File: src/design/lgs_pkg.sv
// Shared types and constants for the life grid generation step block.
`default_nettype none

package lgs_pkg;

   // Grid geometry
   localparam int GRID_ROWS = 48;
   localparam int GRID_COLS = 64;

   // Field and register widths
   localparam int ROW_W      = 64;
   localparam int IDX_W      = 6;
   localparam int ROWS_CFG_W = 6;
   localparam int COLS_CFG_W = 7;
   localparam int CSR_AW     = 3;
   localparam int CSR_DW     = 32;

   // Row address into the grid store, and a row counter that can hold the row count
   localparam int ROW_AW = $clog2(GRID_ROWS);
   localparam int CNT_W  = $clog2(GRID_ROWS + 1);

   // Register reset values
   localparam logic [ROWS_CFG_W-1:0] ROWS_RESET = 6'd48;
   localparam logic [COLS_CFG_W-1:0] COLS_RESET = 7'd64;

   // Rule B3/S23 neighbour counts
   localparam logic [3:0] BIRTH_COUNT   = 4'd3;
   localparam logic [3:0] SURVIVE_COUNT = 4'd2;

   // Mask of the physically present columns
   localparam logic [ROW_W:0] WIDE_ONE = {{ROW_W{1'b0}}, 1'b1};
   localparam logic [ROW_W:0] COL_FULL_WIDE = (WIDE_ONE << GRID_COLS) - WIDE_ONE;
   localparam logic [ROW_W-1:0] COL_FULL_MASK = COL_FULL_WIDE[ROW_W-1:0];

   // Register indexes
   typedef enum logic [0:0] {
      REG_ROWS_IN_USE = 1'b0,
      REG_COLS_IN_USE = 1'b1
   } reg_index_type;

   // Command codes
   typedef enum logic [1:0] {
      FUNC_WRITE = 2'd0,
      FUNC_READ  = 2'd1,
      FUNC_STEP  = 2'd2,
      FUNC_CLEAR = 2'd3
   } func_type;

   // Sequencer states
   typedef enum logic [2:0] {
      ST_IDLE,
      ST_READ_WAIT,
      ST_STEP_HERE,
      ST_STEP_ROW,
      ST_RESP
   } state_type;

endpackage

`default_nettype wire

File: src/design/lgs_req_if.sv
// Command channel interface of the life grid block.
`default_nettype none

interface lgs_req_if
   import lgs_pkg::*;
   ();
   logic              valid;
   logic              ready;
   func_type          func;
   logic [IDX_W-1:0]  row_index;
   logic [ROW_W-1:0]  row_bits;

   modport source (output valid, output func, output row_index, output row_bits,
                   input ready);
   modport sink   (input valid, input func, input row_index, input row_bits,
                   output ready);
endinterface

`default_nettype wire

File: src/design/lgs_rsp_if.sv
// Result channel interface of the life grid block.
`default_nettype none

interface lgs_rsp_if
   import lgs_pkg::*;
   ();
   logic              valid;
   logic              ready;
   logic [ROW_W-1:0]  row_bits_out;
   logic              index_ok;

   modport source (output valid, output row_bits_out, output index_ok, input ready);
   modport sink   (input valid, input row_bits_out, input index_ok, output ready);
endinterface

`default_nettype wire

File: src/design/lgs_ram.sv
// Generic simple dual-port RAM with one write port and one registered read port.
`default_nettype none

module lgs_ram #(
   parameter int WIDTH = 64,
   parameter int DEPTH = 48
) (
   input  wire logic                     clock,
   input  wire logic                     wr_en,
   input  wire logic [$clog2(DEPTH)-1:0] wr_addr,
   input  wire logic [WIDTH-1:0]         wr_data,
   input  wire logic                     rd_en,
   input  wire logic [$clog2(DEPTH)-1:0] rd_addr,
   output logic      [WIDTH-1:0]         rd_data
);

   logic [WIDTH-1:0] mem_ff [DEPTH];

   // Write and registered read
   always_ff @(posedge clock) begin
      if (wr_en) begin
         mem_ff[wr_addr] <= wr_data;
      end
      if (rd_en) begin
         rd_data <= mem_ff[rd_addr];
      end
   end

endmodule

`default_nettype wire

File: src/design/life_grid_generation_step.sv
// Top level of the life grid generation step block (rule B3/S23).
//
//   channel   direction  handshake         payload
//   req_chan  in         valid/ready       func, row_index, row_bits
//   rsp_chan  out        valid/ready       row_bits_out, index_ok
//   csr_*     in/out     APB, pready = 1   rows_in_use @0x0, cols_in_use @0x4
//
// Write, clear and rejected commands go from ST_IDLE to ST_RESP; a read passes ST_READ_WAIT first.
// A step loads row 0 in ST_STEP_HERE, then sweeps in ST_STEP_ROW: the single row update unit
// processes one row per cycle, fed by the grid RAM read port one row ahead.
// Synchronous reset clears all rows at once through per-row valid bits; clear does the same.
// One command is in flight at a time; req_chan.ready is low until its result is registered,
// and a result held by a stalled rsp_chan.ready holds the next result back.
`default_nettype none

module life_grid_generation_step
   import lgs_pkg::*;
(
   input  wire logic              clock,
   input  wire logic              reset,
   lgs_req_if.sink                req_chan,
   lgs_rsp_if.source              rsp_chan,
   input  wire logic              csr_psel,
   input  wire logic              csr_penable,
   input  wire logic              csr_pwrite,
   input  wire logic [CSR_AW-1:0] csr_paddr,
   input  wire logic [CSR_DW-1:0] csr_pwdata,
   output logic      [CSR_DW-1:0] csr_prdata,
   output logic                   csr_pready
);

   // Sequencer and configuration
   state_type               state_ff, state_in;
   logic [ROWS_CFG_W-1:0]   rows_ff;
   logic [COLS_CFG_W-1:0]   cols_ff;

   // Row window and counter of the sweep
   logic [ROW_W-1:0]        above_ff, above_in;
   logic [ROW_W-1:0]        here_ff, here_in;
   logic [CNT_W-1:0]        cnt_ff, cnt_in;

   // Per-row valid bits of the grid store
   logic [GRID_ROWS-1:0]    valid_ff, valid_in;
   logic                    rd_valid_ff, rd_valid_in;

   // Pending and delivered result
   logic [ROW_W-1:0]        res_bits_ff, res_bits_in;
   logic                    res_ok_ff, res_ok_in;
   logic                    rsp_valid_ff, rsp_valid_in;
   logic [ROW_W-1:0]        rsp_bits_ff, rsp_bits_in;
   logic                    rsp_ok_ff, rsp_ok_in;

   // RAM ports
   logic                    wr_en;
   logic [ROW_AW-1:0]       wr_addr;
   logic [ROW_W-1:0]        wr_data;
   logic                    rd_en;
   logic [ROW_AW-1:0]       rd_addr;
   logic [ROW_W-1:0]        rd_data;

   // Derived values
   logic                    req_fire;
   logic                    slot_free;
   logic                    csr_write;
   logic [CNT_W-1:0]        rows_act;
   logic [COLS_CFG_W-1:0]   cols_act;
   logic [ROW_W:0]          col_wide;
   logic [ROW_W-1:0]        col_mask;
   logic                    idx_ok;
   logic [ROW_AW-1:0]       idx_addr;
   logic [ROW_AW-1:0]       cnt_addr;
   logic                    last_row;
   logic [ROW_W-1:0]        rd_masked;
   logic [ROW_W-1:0]        below;

   // One generation of one row: count the eight neighbours of each column
   function automatic logic [ROW_W-1:0] next_row(input logic [ROW_W-1:0] above,
                                                 input logic [ROW_W-1:0] here,
                                                 input logic [ROW_W-1:0] below_row);
      logic [ROW_W+1:0] a_pad;
      logic [ROW_W+1:0] h_pad;
      logic [ROW_W+1:0] b_pad;
      logic [3:0]       n;
      logic [ROW_W-1:0] res;
      a_pad = {1'b0, above, 1'b0};
      h_pad = {1'b0, here, 1'b0};
      b_pad = {1'b0, below_row, 1'b0};
      res   = '0;
      for (int c = 0; c < ROW_W; c++) begin
         n = 4'(a_pad[c]) + 4'(a_pad[c+1]) + 4'(a_pad[c+2])
           + 4'(b_pad[c]) + 4'(b_pad[c+1]) + 4'(b_pad[c+2])
           + 4'(h_pad[c]) + 4'(h_pad[c+2]);
         res[c] = (n == BIRTH_COUNT) || ((n == SURVIVE_COUNT) && here[c]);
      end
      return res;
   endfunction

   // Grid store
   lgs_ram #(
      .WIDTH (ROW_W),
      .DEPTH (GRID_ROWS)
   ) u_grid_ram (
      .clock   (clock),
      .wr_en   (wr_en),
      .wr_addr (wr_addr),
      .wr_data (wr_data),
      .rd_en   (rd_en),
      .rd_addr (rd_addr),
      .rd_data (rd_data)
   );

   // Handshakes
   assign req_fire       = req_chan.valid && req_chan.ready;
   assign slot_free      = !rsp_valid_ff || rsp_chan.ready;
   assign req_chan.ready = (state_ff == ST_IDLE);
   assign rsp_chan.valid        = rsp_valid_ff;
   assign rsp_chan.row_bits_out = rsp_bits_ff;
   assign rsp_chan.index_ok     = rsp_ok_ff;

   // Configuration port
   assign csr_pready = 1'b1;
   assign csr_write  = csr_psel && csr_penable && csr_pwrite;
   always_comb begin
      unique case (reg_index_type'(csr_paddr[2]))
         REG_ROWS_IN_USE: csr_prdata = CSR_DW'(rows_ff);
         REG_COLS_IN_USE: csr_prdata = CSR_DW'(cols_ff);
         default:         csr_prdata = '0;
      endcase
   end

   // Clamp the registers to the grid and build the column mask
   assign rows_act = (int'(rows_ff) < GRID_ROWS) ? CNT_W'(rows_ff) : CNT_W'(GRID_ROWS);
   assign cols_act = (int'(cols_ff) < GRID_COLS) ? cols_ff : COLS_CFG_W'(GRID_COLS);
   assign col_wide = (WIDE_ONE << cols_act) - WIDE_ONE;
   assign col_mask = col_wide[ROW_W-1:0];

   // Addressing
   assign idx_ok    = int'(req_chan.row_index) < int'(rows_act);
   assign idx_addr  = ROW_AW'(req_chan.row_index);
   assign cnt_addr  = cnt_ff[ROW_AW-1:0];
   assign last_row  = (int'(cnt_ff) + 1) >= int'(rows_act);
   assign rd_masked = rd_valid_ff ? (rd_data & col_mask) : '0;
   assign below     = last_row ? '0 : rd_masked;

   // Next state
   always_comb begin
      state_in = state_ff;
      unique case (state_ff)
         ST_IDLE: begin
            if (req_fire) begin
               if (req_chan.func == FUNC_READ && idx_ok) begin
                  state_in = ST_READ_WAIT;
               end else if (req_chan.func == FUNC_STEP) begin
                  state_in = ST_STEP_HERE;
               end else begin
                  state_in = ST_RESP;
               end
            end
         end
         ST_READ_WAIT: state_in = ST_RESP;
         ST_STEP_HERE: state_in = (rows_act == '0) ? ST_RESP : ST_STEP_ROW;
         ST_STEP_ROW:  state_in = last_row ? ST_RESP : ST_STEP_ROW;
         ST_RESP:      state_in = slot_free ? ST_IDLE : ST_RESP;
         default:      state_in = ST_IDLE;
      endcase
   end

   // Datapath and RAM control
   always_comb begin
      above_in     = above_ff;
      here_in      = here_ff;
      cnt_in       = cnt_ff;
      valid_in     = valid_ff;
      res_bits_in  = res_bits_ff;
      res_ok_in    = res_ok_ff;
      rsp_valid_in = rsp_valid_ff;
      rsp_bits_in  = rsp_bits_ff;
      rsp_ok_in    = rsp_ok_ff;
      wr_en        = 1'b0;
      wr_addr      = cnt_addr;
      wr_data      = '0;
      rd_en        = 1'b0;
      rd_addr      = '0;

      // drop a delivered result
      if (rsp_valid_ff && rsp_chan.ready) begin
         rsp_valid_in = 1'b0;
      end

      unique case (state_ff)
         ST_IDLE: begin
            if (req_fire) begin
               res_bits_in = '0;
               res_ok_in   = 1'b1;
               unique case (req_chan.func)
                  FUNC_WRITE: begin
                     res_ok_in = idx_ok;
                     if (idx_ok) begin
                        wr_en              = 1'b1;
                        wr_addr            = idx_addr;
                        wr_data            = req_chan.row_bits & COL_FULL_MASK;
                        valid_in[idx_addr] = 1'b1;
                     end
                  end
                  FUNC_READ: begin
                     res_ok_in = idx_ok;
                     if (idx_ok) begin
                        rd_en   = 1'b1;
                        rd_addr = idx_addr;
                     end
                  end
                  FUNC_STEP: begin
                     // fetch row 0 ahead of the sweep
                     rd_en   = (rows_act != '0);
                     rd_addr = '0;
                  end
                  FUNC_CLEAR: begin
                     valid_in = '0;
                  end
                  default: begin
                     res_ok_in = 1'b1;
                  end
               endcase
            end
         end
         ST_READ_WAIT: begin
            res_bits_in = rd_masked;
         end
         ST_STEP_HERE: begin
            // load the window with row 0 and fetch row 1
            here_in  = rd_masked;
            above_in = '0;
            cnt_in   = '0;
            if (int'(rows_act) > 1) begin
               rd_en   = 1'b1;
               rd_addr = ROW_AW'(1);
            end
         end
         ST_STEP_ROW: begin
            // update one row, slide the window, fetch two rows ahead
            wr_en              = 1'b1;
            wr_addr            = cnt_addr;
            wr_data            = next_row(above_ff, here_ff, below) & col_mask;
            valid_in[cnt_addr] = 1'b1;
            above_in           = here_ff;
            here_in            = below;
            cnt_in             = cnt_ff + CNT_W'(1);
            if ((int'(cnt_ff) + 2) < int'(rows_act)) begin
               rd_en   = 1'b1;
               rd_addr = ROW_AW'(int'(cnt_ff) + 2);
            end
         end
         ST_RESP: begin
            if (slot_free) begin
               rsp_valid_in = 1'b1;
               rsp_bits_in  = res_bits_ff;
               rsp_ok_in    = res_ok_ff;
            end
         end
         default: begin
            rsp_valid_in = 1'b0;
         end
      endcase

      rd_valid_in = rd_en ? valid_ff[rd_addr] : rd_valid_ff;
   end

   // Registers
   always_ff @(posedge clock) begin
      if (reset) begin
         state_ff     <= ST_IDLE;
         valid_ff     <= '0;
         rsp_valid_ff <= 1'b0;
         rows_ff      <= ROWS_RESET;
         cols_ff      <= COLS_RESET;
      end else begin
         state_ff     <= state_in;
         valid_ff     <= valid_in;
         rsp_valid_ff <= rsp_valid_in;
         if (csr_write) begin
            unique case (reg_index_type'(csr_paddr[2]))
               REG_ROWS_IN_USE: rows_ff <= csr_pwdata[ROWS_CFG_W-1:0];
               REG_COLS_IN_USE: cols_ff <= csr_pwdata[COLS_CFG_W-1:0];
               default: begin
                  rows_ff <= rows_ff;
               end
            endcase
         end
      end
      above_ff    <= above_in;
      here_ff     <= here_in;
      cnt_ff      <= cnt_in;
      rd_valid_ff <= rd_valid_in;
      res_bits_ff <= res_bits_in;
      res_ok_ff   <= res_ok_in;
      rsp_bits_ff <= rsp_bits_in;
      rsp_ok_ff   <= rsp_ok_in;
   end

endmodule

`default_nettype wire

File: src/flat_wrapper.sv
// flat-port wrapper written by rule: the top's interface ports become plain ports
module life_grid_generation_step_flat import lgs_pkg::*;
  (clock, reset, csr_psel, csr_penable, csr_pwrite, csr_paddr, csr_pwdata, csr_prdata, csr_pready, req_chan_valid, req_chan_func, req_chan_row_index, req_chan_row_bits, req_chan_ready, rsp_chan_valid, rsp_chan_row_bits_out, rsp_chan_index_ok, rsp_chan_ready);
  lgs_req_if req_chan_i ();
  lgs_rsp_if rsp_chan_i ();
  input  wire logic clock;
  input  wire logic reset;
  input  wire logic csr_psel;
  input  wire logic csr_penable;
  input  wire logic csr_pwrite;
  input  wire logic [CSR_AW-1:0] csr_paddr;
  input  wire logic [CSR_DW-1:0] csr_pwdata;
  output logic      [CSR_DW-1:0] csr_prdata;
  output logic csr_pready;
  input wire logic [$bits(req_chan_i.valid)-1:0] req_chan_valid;
  input wire logic [$bits(req_chan_i.func)-1:0] req_chan_func;
  input wire logic [$bits(req_chan_i.row_index)-1:0] req_chan_row_index;
  input wire logic [$bits(req_chan_i.row_bits)-1:0] req_chan_row_bits;
  output wire logic [$bits(req_chan_i.ready)-1:0] req_chan_ready;
  output wire logic [$bits(rsp_chan_i.valid)-1:0] rsp_chan_valid;
  output wire logic [$bits(rsp_chan_i.row_bits_out)-1:0] rsp_chan_row_bits_out;
  output wire logic [$bits(rsp_chan_i.index_ok)-1:0] rsp_chan_index_ok;
  input wire logic [$bits(rsp_chan_i.ready)-1:0] rsp_chan_ready;
  assign req_chan_i.valid = req_chan_valid;
  assign req_chan_i.func = req_chan_func;
  assign req_chan_i.row_index = req_chan_row_index;
  assign req_chan_i.row_bits = req_chan_row_bits;
  assign req_chan_ready = req_chan_i.ready;
  assign rsp_chan_valid = rsp_chan_i.valid;
  assign rsp_chan_row_bits_out = rsp_chan_i.row_bits_out;
  assign rsp_chan_index_ok = rsp_chan_i.index_ok;
  assign rsp_chan_i.ready = rsp_chan_ready;
  life_grid_generation_step u_core (.clock(clock), .reset(reset), .req_chan(req_chan_i), .rsp_chan(rsp_chan_i), .csr_psel(csr_psel), .csr_penable(csr_penable), .csr_pwrite(csr_pwrite), .csr_paddr(csr_paddr), .csr_pwdata(csr_pwdata), .csr_prdata(csr_prdata), .csr_pready(csr_pready));
endmodule
File: config.mk
export PLATFORM = sky130hd
export DESIGN_NAME = life_grid_generation_step_flat
export DESIGN_NICKNAME = d
export VERILOG_FILES = /design/src/design/lgs_pkg.sv /design/src/design/lgs_req_if.sv /design/src/design/lgs_rsp_if.sv /design/src/design/lgs_ram.sv /design/src/design/life_grid_generation_step.sv /design/src/flat_wrapper.sv
export SDC_FILE = /design/constraint.sdc
export NUM_CORES = 2
export LEC_CHECK = 0
export BUFFER_PORTS_ARGS = -buffer_cell sky130_fd_sc_hd__buf_2
export CORE_UTILIZATION = 40
export DETAILED_ROUTE_END_ITERATION = 16
export GPL_TIMING_DRIVEN = 0
export HOLD_SLACK_MARGIN = 0.1
export SETUP_SLACK_MARGIN = 0.2
export SYNTH_ARGS = -nofsm -noshare
export SYNTH_HDL_FRONTEND = slang
export SYNTH_SLANG_ARGS = --single-unit
File: constraint.sdc
create_clock -name clock -period 17.9 [get_ports clock]
set_input_delay 3.58 -clock clock [delete_from_list [all_inputs] [get_ports clock]]
set_output_delay 3.58 -clock clock [all_outputs]
set_load 0.005 [all_outputs]
Word-level counts from Yosys, hierarchy flattened. Memories as Yosys holds them, arrays and structs flattened. A register that Yosys moved wholly into a read port is not among the register bits. Cells that the tools add are included.

Add/subtract/negate cells: 445. Magnitude comparators: 11. Equal/unequal tests: 138. Shift operators: 1. Muxes and demuxes: 55. Bitwise gates (word level): 5. Reduce and logical (&&, ||, !) cells: 152.

Operators by type and width (count): adder 4 x 1 -> 4 bit (378); equality test 4 x 2 -> 1 bit, second input constant (128); case mux 64 bit (2 select lines) (4); 2-to-1 mux 64 bit (6); case mux 48 bit (2 select lines) (2); AND 64 bit (2); adder 1 x 1 -> 2 bit (63); 2-to-1 mux 48 bit (2); bitwise OR 48 bit (2); logical AND 1 bit (71); logical OR 1 bit (65); case mux 32 bit (2 select lines) (1); << shifter 1 x 7 -> 64 bit, first input constant (1); subtractor 64 x 1 -> 64 bit, second input constant (1); 2-to-1 mux 6 bit (9); >= comparator 32 x 7 -> 1 bit (1); < comparator 32 x 7 -> 1 bit (1); < comparator 6 x 7 -> 1 bit, second input constant (3); 2-to-1 mux 3 bit (6); case mux 6 bit (3 select lines) (1); case mux 3 bit (5 select lines) (1); 2-to-1 mux 1 bit (14); demux 1 bit (select 6 bit) (2); >= comparator 6 x 1 -> 1 bit, second input constant (2); 30 further kinds (41).

Bits in registers: 330. RAM bits: 3072. Input bits: 114. Output and inout bits: 100. Memories kept: 1.

Memories: u_core.u_grid_ram.mem_ff (depth 48, width 64, read ports 1, clocked after Yosys merged registers in 1, write ports 1, line lgs_ram.sv:17) `logic [WIDTH-1:0] mem_ff [DEPTH];`.

Longest topological paths before layout.
Word-level depth: 17. Depth in mapped cells: 25.

Cells and area by module. A second synthesis with hierarchy kept.

Cells, all modules: 7766. Area, all modules: 145527.1 sq um.

By module, submodules not included: lgs_ram (instances 1, cells an instance 5154, area an instance 119121.7 sq um, sequential area each 94170.3 sq um); life_grid_generation_step (instances 1, cells an instance 2612, area an instance 26405.3 sq um, sequential area each 9258.9 sq um).

Least setup slack after synthesis. No wires, ideal clock.

Kind: input-to-reg. Start: in req_chan_row_index[3]. End: mem u_core.u_grid_ram.mem_ff[42][0], enable pin. Arrival: 8.427 ns. Setup slack: 8.987 ns. Cell stages on the path: 10. Buffers on the path: 2. Cell sequence: ha_1 > a211oi_1 > nor2_1 > nor3_1 > and3_1 > clkbuf_1 > mux2i_1 > or2_2 > clkbuf_1 > nor2_1.

Longest elaborated chain between the ends: 7. Elaborated cells between the ends (all ways): 11. Those cells by class: 1 x order compare; 10 x mux.

Ends and longest elaborated chain: from (decl) (line flat_wrapper.sv:17) `input wire logic [$bits(req_chan_i.row_index)-1:0] req_chan_row_index;`; < comparator 6 bit (line life_grid_generation_step.sv:138) `assign idx_ok = int'(req_chan.row_index) < int'(rows_act);`; 2-to-1 mux 1 bit (line life_grid_generation_step.sv:198) `if (idx_ok) begin`; 2-to-1 mux 1 bit (line life_grid_generation_step.sv:195) `unique case (req_chan.func)`; 2-to-1 mux 1 bit (line life_grid_generation_step.sv:192) `if (req_fire) begin`; case mux 1 bit (2 select lines) (line life_grid_generation_step.sv:190) `unique case (state_ff)`; 2-to-1 mux 1 bit (line lgs_ram.sv:21) `if (wr_en) begin`; 2-to-1 mux 1 bit (not written as such) (line lgs_ram.sv:22) `mem_ff[wr_addr] <= wr_data;`; to (decl) (line lgs_ram.sv:17).

Several ways; a longest one is shown, not always the timed one.

Worst setup path after layout.
Start: reg u_core.cols_ff[2]. End: mem u_core.u_grid_ram.mem_ff[34][49], data pin.

Longest elaborated chain between the ends: 17. Elaborated cells between the ends (all ways): 18. Those cells by class: 6 x add/sub; 1 x order compare; 2 x eq/ne; 1 x shift; 4 x mux; 2 x bitwise; 2 x reduce/logical.

Ends and longest elaborated chain: from (decl) (line life_grid_generation_step.sv:35) `logic [COLS_CFG_W-1:0] cols_ff;`; from (signal assigned) (line life_grid_generation_step.sv:283) `REG_COLS_IN_USE: cols_ff <= csr_pwdata[COLS_CFG_W-1:0];`; < comparator 7 bit (line life_grid_generation_step.sv:133) `assign cols_act = (int'(cols_ff) < GRID_COLS) ? cols_ff : COLS_CFG_W'(GRID_COLS);`; 2-to-1 mux 7 bit * (line life_grid_generation_step.sv:133); << shifter 1 x 7 -> 64 bit * (line life_grid_generation_step.sv:134) `assign col_wide = (WIDE_ONE << cols_act) - WIDE_ONE;`; subtractor 64 x 1 -> 64 bit * (line life_grid_generation_step.sv:134); AND 64 bit (line life_grid_generation_step.sv:142) `assign rd_masked = rd_valid_ff ? (rd_data & col_mask) : '0;`; 2-to-1 mux 64 bit (line life_grid_generation_step.sv:142); 2-to-1 mux 64 bit (line life_grid_generation_step.sv:143) `assign below = last_row ? '0 : rd_masked;`; adder 4 x 1 -> 4 bit (3 in a row) (line life_grid_generation_step.sv:91) `+ 4'(b_pad[c]) + 4'(b_pad[c+1]) + 4'(b_pad[c+2])`; adder 4 x 1 -> 4 bit (2 in a row) (line life_grid_generation_step.sv:92) `+ 4'(h_pad[c]) + 4'(h_pad[c+2]);`; equality test 4 x 2 -> 1 bit (line life_grid_generation_step.sv:93) `res[c] = (n == BIRTH_COUNT) || ((n == SURVIVE_COUNT) && here[c]);`; logical AND 1 bit (line life_grid_generation_step.sv:93); logical OR 1 bit (line life_grid_generation_step.sv:93); AND 64 bit * (line life_grid_generation_step.sv:243) `wr_data = next_row(above_ff, here_ff, below) & col_mask;`; case mux 64 bit (2 select lines) * (line life_grid_generation_step.sv:190); net u_core.u_grid_ram.wr_data[49] (line lgs_ram.sv:11) `input wire logic [WIDTH-1:0] wr_data,`.

The timed path passes the listed nets; every way through them passes the cells marked *.

==> results.toml <==
[synthesis]
synthMuxAreaShare = 0.0658
async_flop_share = 0
synth_seq_cells = 3466
ys_top_cells_by_count = "edfxtp_1, nand2_1, inv_1, nand3_1, a21oi_1"
synth_xor_xnor_area_share = 0.00142
synth_top_family_by_area = "simple AND/OR/NAND/NOR gates"
synth-compound-area-share = 0.0670
synth-seq-area-share = 0.701
ys.flop_type = "edfxtp_1"
synth-edff-count = 3401
yosysMostFrequentCell = "edfxtp_1"
yosys.area_share.simple = 0.0798
synth_cell_types = 89
synthTopCellsByArea = "edfxtp_1, mux4_2, nand2_1"
synth_cells = 9760
yosys.area.top_type_share = 0.692
synth_warnings = 0
synth_area_um2 = 148000
yosysTopAreaCell = "edfxtp_1"
postSynthAreaPerCell_um2 = 15.1
yosys.area_share.adder = 0.0526

[global_routing]
grt_pass1_wl_um = 736000
grt_max_degree = 100
overflow = 0
antenna_found_initial = 65
first_global_vias = 91600
grt.total_usage = 0.286

[clocking]
cts_max_level = 5
hold_buffers = 0
clk_latency_ns = 0.97
ctsResizeCount = 0
cts_tree = "built"
cts-root-buf = "clkbuf_16"
clock-sinks = 3466
numCtsBuffers = 357
cts_buffer_depth = 4
post_cts_buffers = 0
clkTransAtPathRegs_ns = 0.06

[sta]
slew_viol_final = 32
fin_ws_ns = 8.39
tns_ns = 0
finalHoldViolCount = 0
slew_headroom = -0.0786
timing.clock.skew_ns = 0.0523
setup_viol = 0
fmax_ghz = 0.105
min_period_ns = 9.51
tightest_slew_ns = 1.62
period_share = 0.531
rsz0062_at_grt = "false"

[placed_design]
place_ws_ns = 8.00
place.gp.congestion = 0.985
hpwl_um = 395000
dp_cells = 15000
io_buffers = 159

[run_status]
violations = "capacitance limit, slew limit"
status = "complete, but fails checks"

[setup_path]
cp_num_buf_inv = 6
end_kind = "register"
crit_chain = "clkbuf_1 -> clkbuf_1 -> or2_2 -> nor3b_2 -> nand2_1 -> ha_1 -> clkbuf_1 -> o211a_1 -> nand3_1 -> nor2_1 -> o31ai_1 -> nand3_1 -> or2_1 -> fa_1 -> fa_1 -> inv_1 -> fa_1 -> inv_1 -> fa_1 -> a2111oi_0 -> a21oi_1 -> a2111oi_0 -> a22o_2 -> buf_16"
critPathTopFamily = "simple AND/OR/NAND/NOR gates"
cp_slowest_stage_delay_ns = 1.10
cpMostUsedCell = "fa_1"
cp_slowest_cell = "a2111oi_0"
critPathMaxFanout = 48
required_ns = 18.61
crit_type = "register to register"
crit_arrival_ns = 10.22
critPathLaunchType = "register"

[route]
wl_per_cell_um = 34.5
wirelength_um = 541000
dr.pass1.iters = 10
drc = 0
num_vias = 94600
vias_per_cell = 6.04
drtIter0Drc = 13700
postRouteAntennaNets = 0

[pwr]
ir_drop_mv = 0.0865
power_frac_seq = 0.490
clkPwrFrac = 0.406
p_sw_uw = 4560
switching_share = 0.248
internal_power_uw = 13800
p_comb_frac = 0.104
power.static_leakage_uw = 0.0583
power_uw = 18400
cellPowerDensity_nw_per_um2 = 107

[layout]
fin_nets = 11100
stdcell_count = 15700
area_growth_pct = 16.2
drive_gt1_frac = 0.155
nFillCells = 31300
multi_input_area_um2 = 40200
regArea_um2 = 103000

[die]
die_w_um = 609
start_util = 0.403
die-area_um2 = 371000
core_um2 = 366000
row_count = 222
ios = 214
die_h_um = 609

[hold_path]
hold_class = "register to register"

[job]
maxCapViolations = 5
power by group through the flow:
stage	registers [uW]	logic, uW	clock network (uW)
3_3_place_gp	9200	1740	0
5_1_grt	9000	2030	7800
6_report	9000	1910	7470
4_1_cts	9000	1870	7500
2_1_floorplan	9160	1060	0
3_5_place_dp	9170	1860	0
cell families (layout without fill, tap and decap cells):
group                    after synthesis  after routing
flip-flops                          3466           3466
buffers and inverters               1098           2144
multiplexers                         600            600
XOR/XNOR                              24             24
AND/OR/NAND/NOR                     2646           2646
AO/OA/AOI/OAI                       1455           1455
adder cells (fa/ha/maj)              469            469
other                                  2             51
worst reg2reg max path, cell delays in order (launching register included):
cell and delay (ns):
dfxtp_1 0.30, clkbuf_1 0.24, clkbuf_1 0.32, or2_2 0.44
nor3b_2 0.90, nand2_1 0.15, ha_1 0.26, clkbuf_1 0.26
o211a_1 0.26, nand3_1 0.43, nor2_1 0.19, o31ai_1 0.73
nand3_1 0.39, or2_1 0.42, fa_1 0.61, fa_1 0.43
inv_1 0.08, fa_1 0.18, inv_1 0.06, fa_1 0.39
a2111oi_0 0.33, a21oi_1 0.08, a2111oi_0 1.10, a22o_2 0.35
buf_16 0.20
layout make-up:
type	instances	area share
multi-input combinational	5220	0.234
sequential	3466	0.603
clock inverter	210	0.0123
inverter	518	0.0114
timing repair buffer	398	0.0315
buffer	580	0.0167
antenna	25	0.000365
clock buffer	438	0.0549
tap	4816	0.0352
metal layers:
layer / GRT usage / share of wire
met1: 0.356 / 0.36
met5: 0 / 0.00050
met3: 0.0807 / 0.11
met2: 0.451 / 0.46
met4: 0.156 / 0.066
registers in the layout (all words and copies together), names as in the netlist:
name	flops
u_core.cnt_addr	6
u_core.u_grid_ram.mem_ff	3072
u_core.rsp_chan.valid	1
u_core.cols_ff	7
u_core.rows_ff	6
u_core.res_ok_ff	1
u_core.state_ff	3
u_core.u_grid_ram.rd_data	64
u_core.rd_valid_ff	1
u_core.here_ff	64
u_core.above_ff	64
u_core.res_bits_ff	64
u_core.rsp_chan.index_ok	1
u_core.valid_ff	48
u_core.rsp_chan.row_bits_out	64
through the flow:
step	hold WS (ns)	util	instance area, um2
final	0.414	0.468	171000
after floorplan	0.400	-	148000
after detailed placement	0.405	0.436	160000
after global routing	0.421	0.468	171000
after CTS	0.418	0.468	171000
after global placement	0.401	0.422	154000
path summary, 6_finish.rpt:
path | to | slack, ns | startpoint | cells past startpoint
max | u_core.u_grid_ram.mem_ff[34][49]$_DFFE_PP_ | 8.39 | u_core.cols_ff[2]$_SDFFE_PP0P_ | 24
max reg2reg | u_core.u_grid_ram.mem_ff[34][49]$_DFFE_PP_ | 8.39 | u_core.cols_ff[2]$_SDFFE_PP0P_ | 24
min reg2reg | u_core.rsp_chan.row_bits_out[27]$_DFFE_PP_ | 0.41 | u_core.res_bits_ff[27]$_SDFFCE_PN0P_ | 0
min | u_core.rsp_chan.row_bits_out[27]$_DFFE_PP_ | 0.41 | u_core.res_bits_ff[27]$_SDFFCE_PN0P_ | 0
layout by cell type, fill, tap and decap left out, types with 217 or more instances in the layout:
master,synthesis,final
a21oi_1,339,339
buf_2,153,315
clkbuf_1,272,338
clkbuf_16,0,363
edfxtp_1,3401,3401
fa_1,252,252
ha_1,217,217
inv_1,518,517
mux2i_1,299,299
mux4_2,295,295
nand2_1,1359,1356
nand3_1,437,436
nor2_1,327,277
Note: power is estimated with default switching activity, not from simulation.
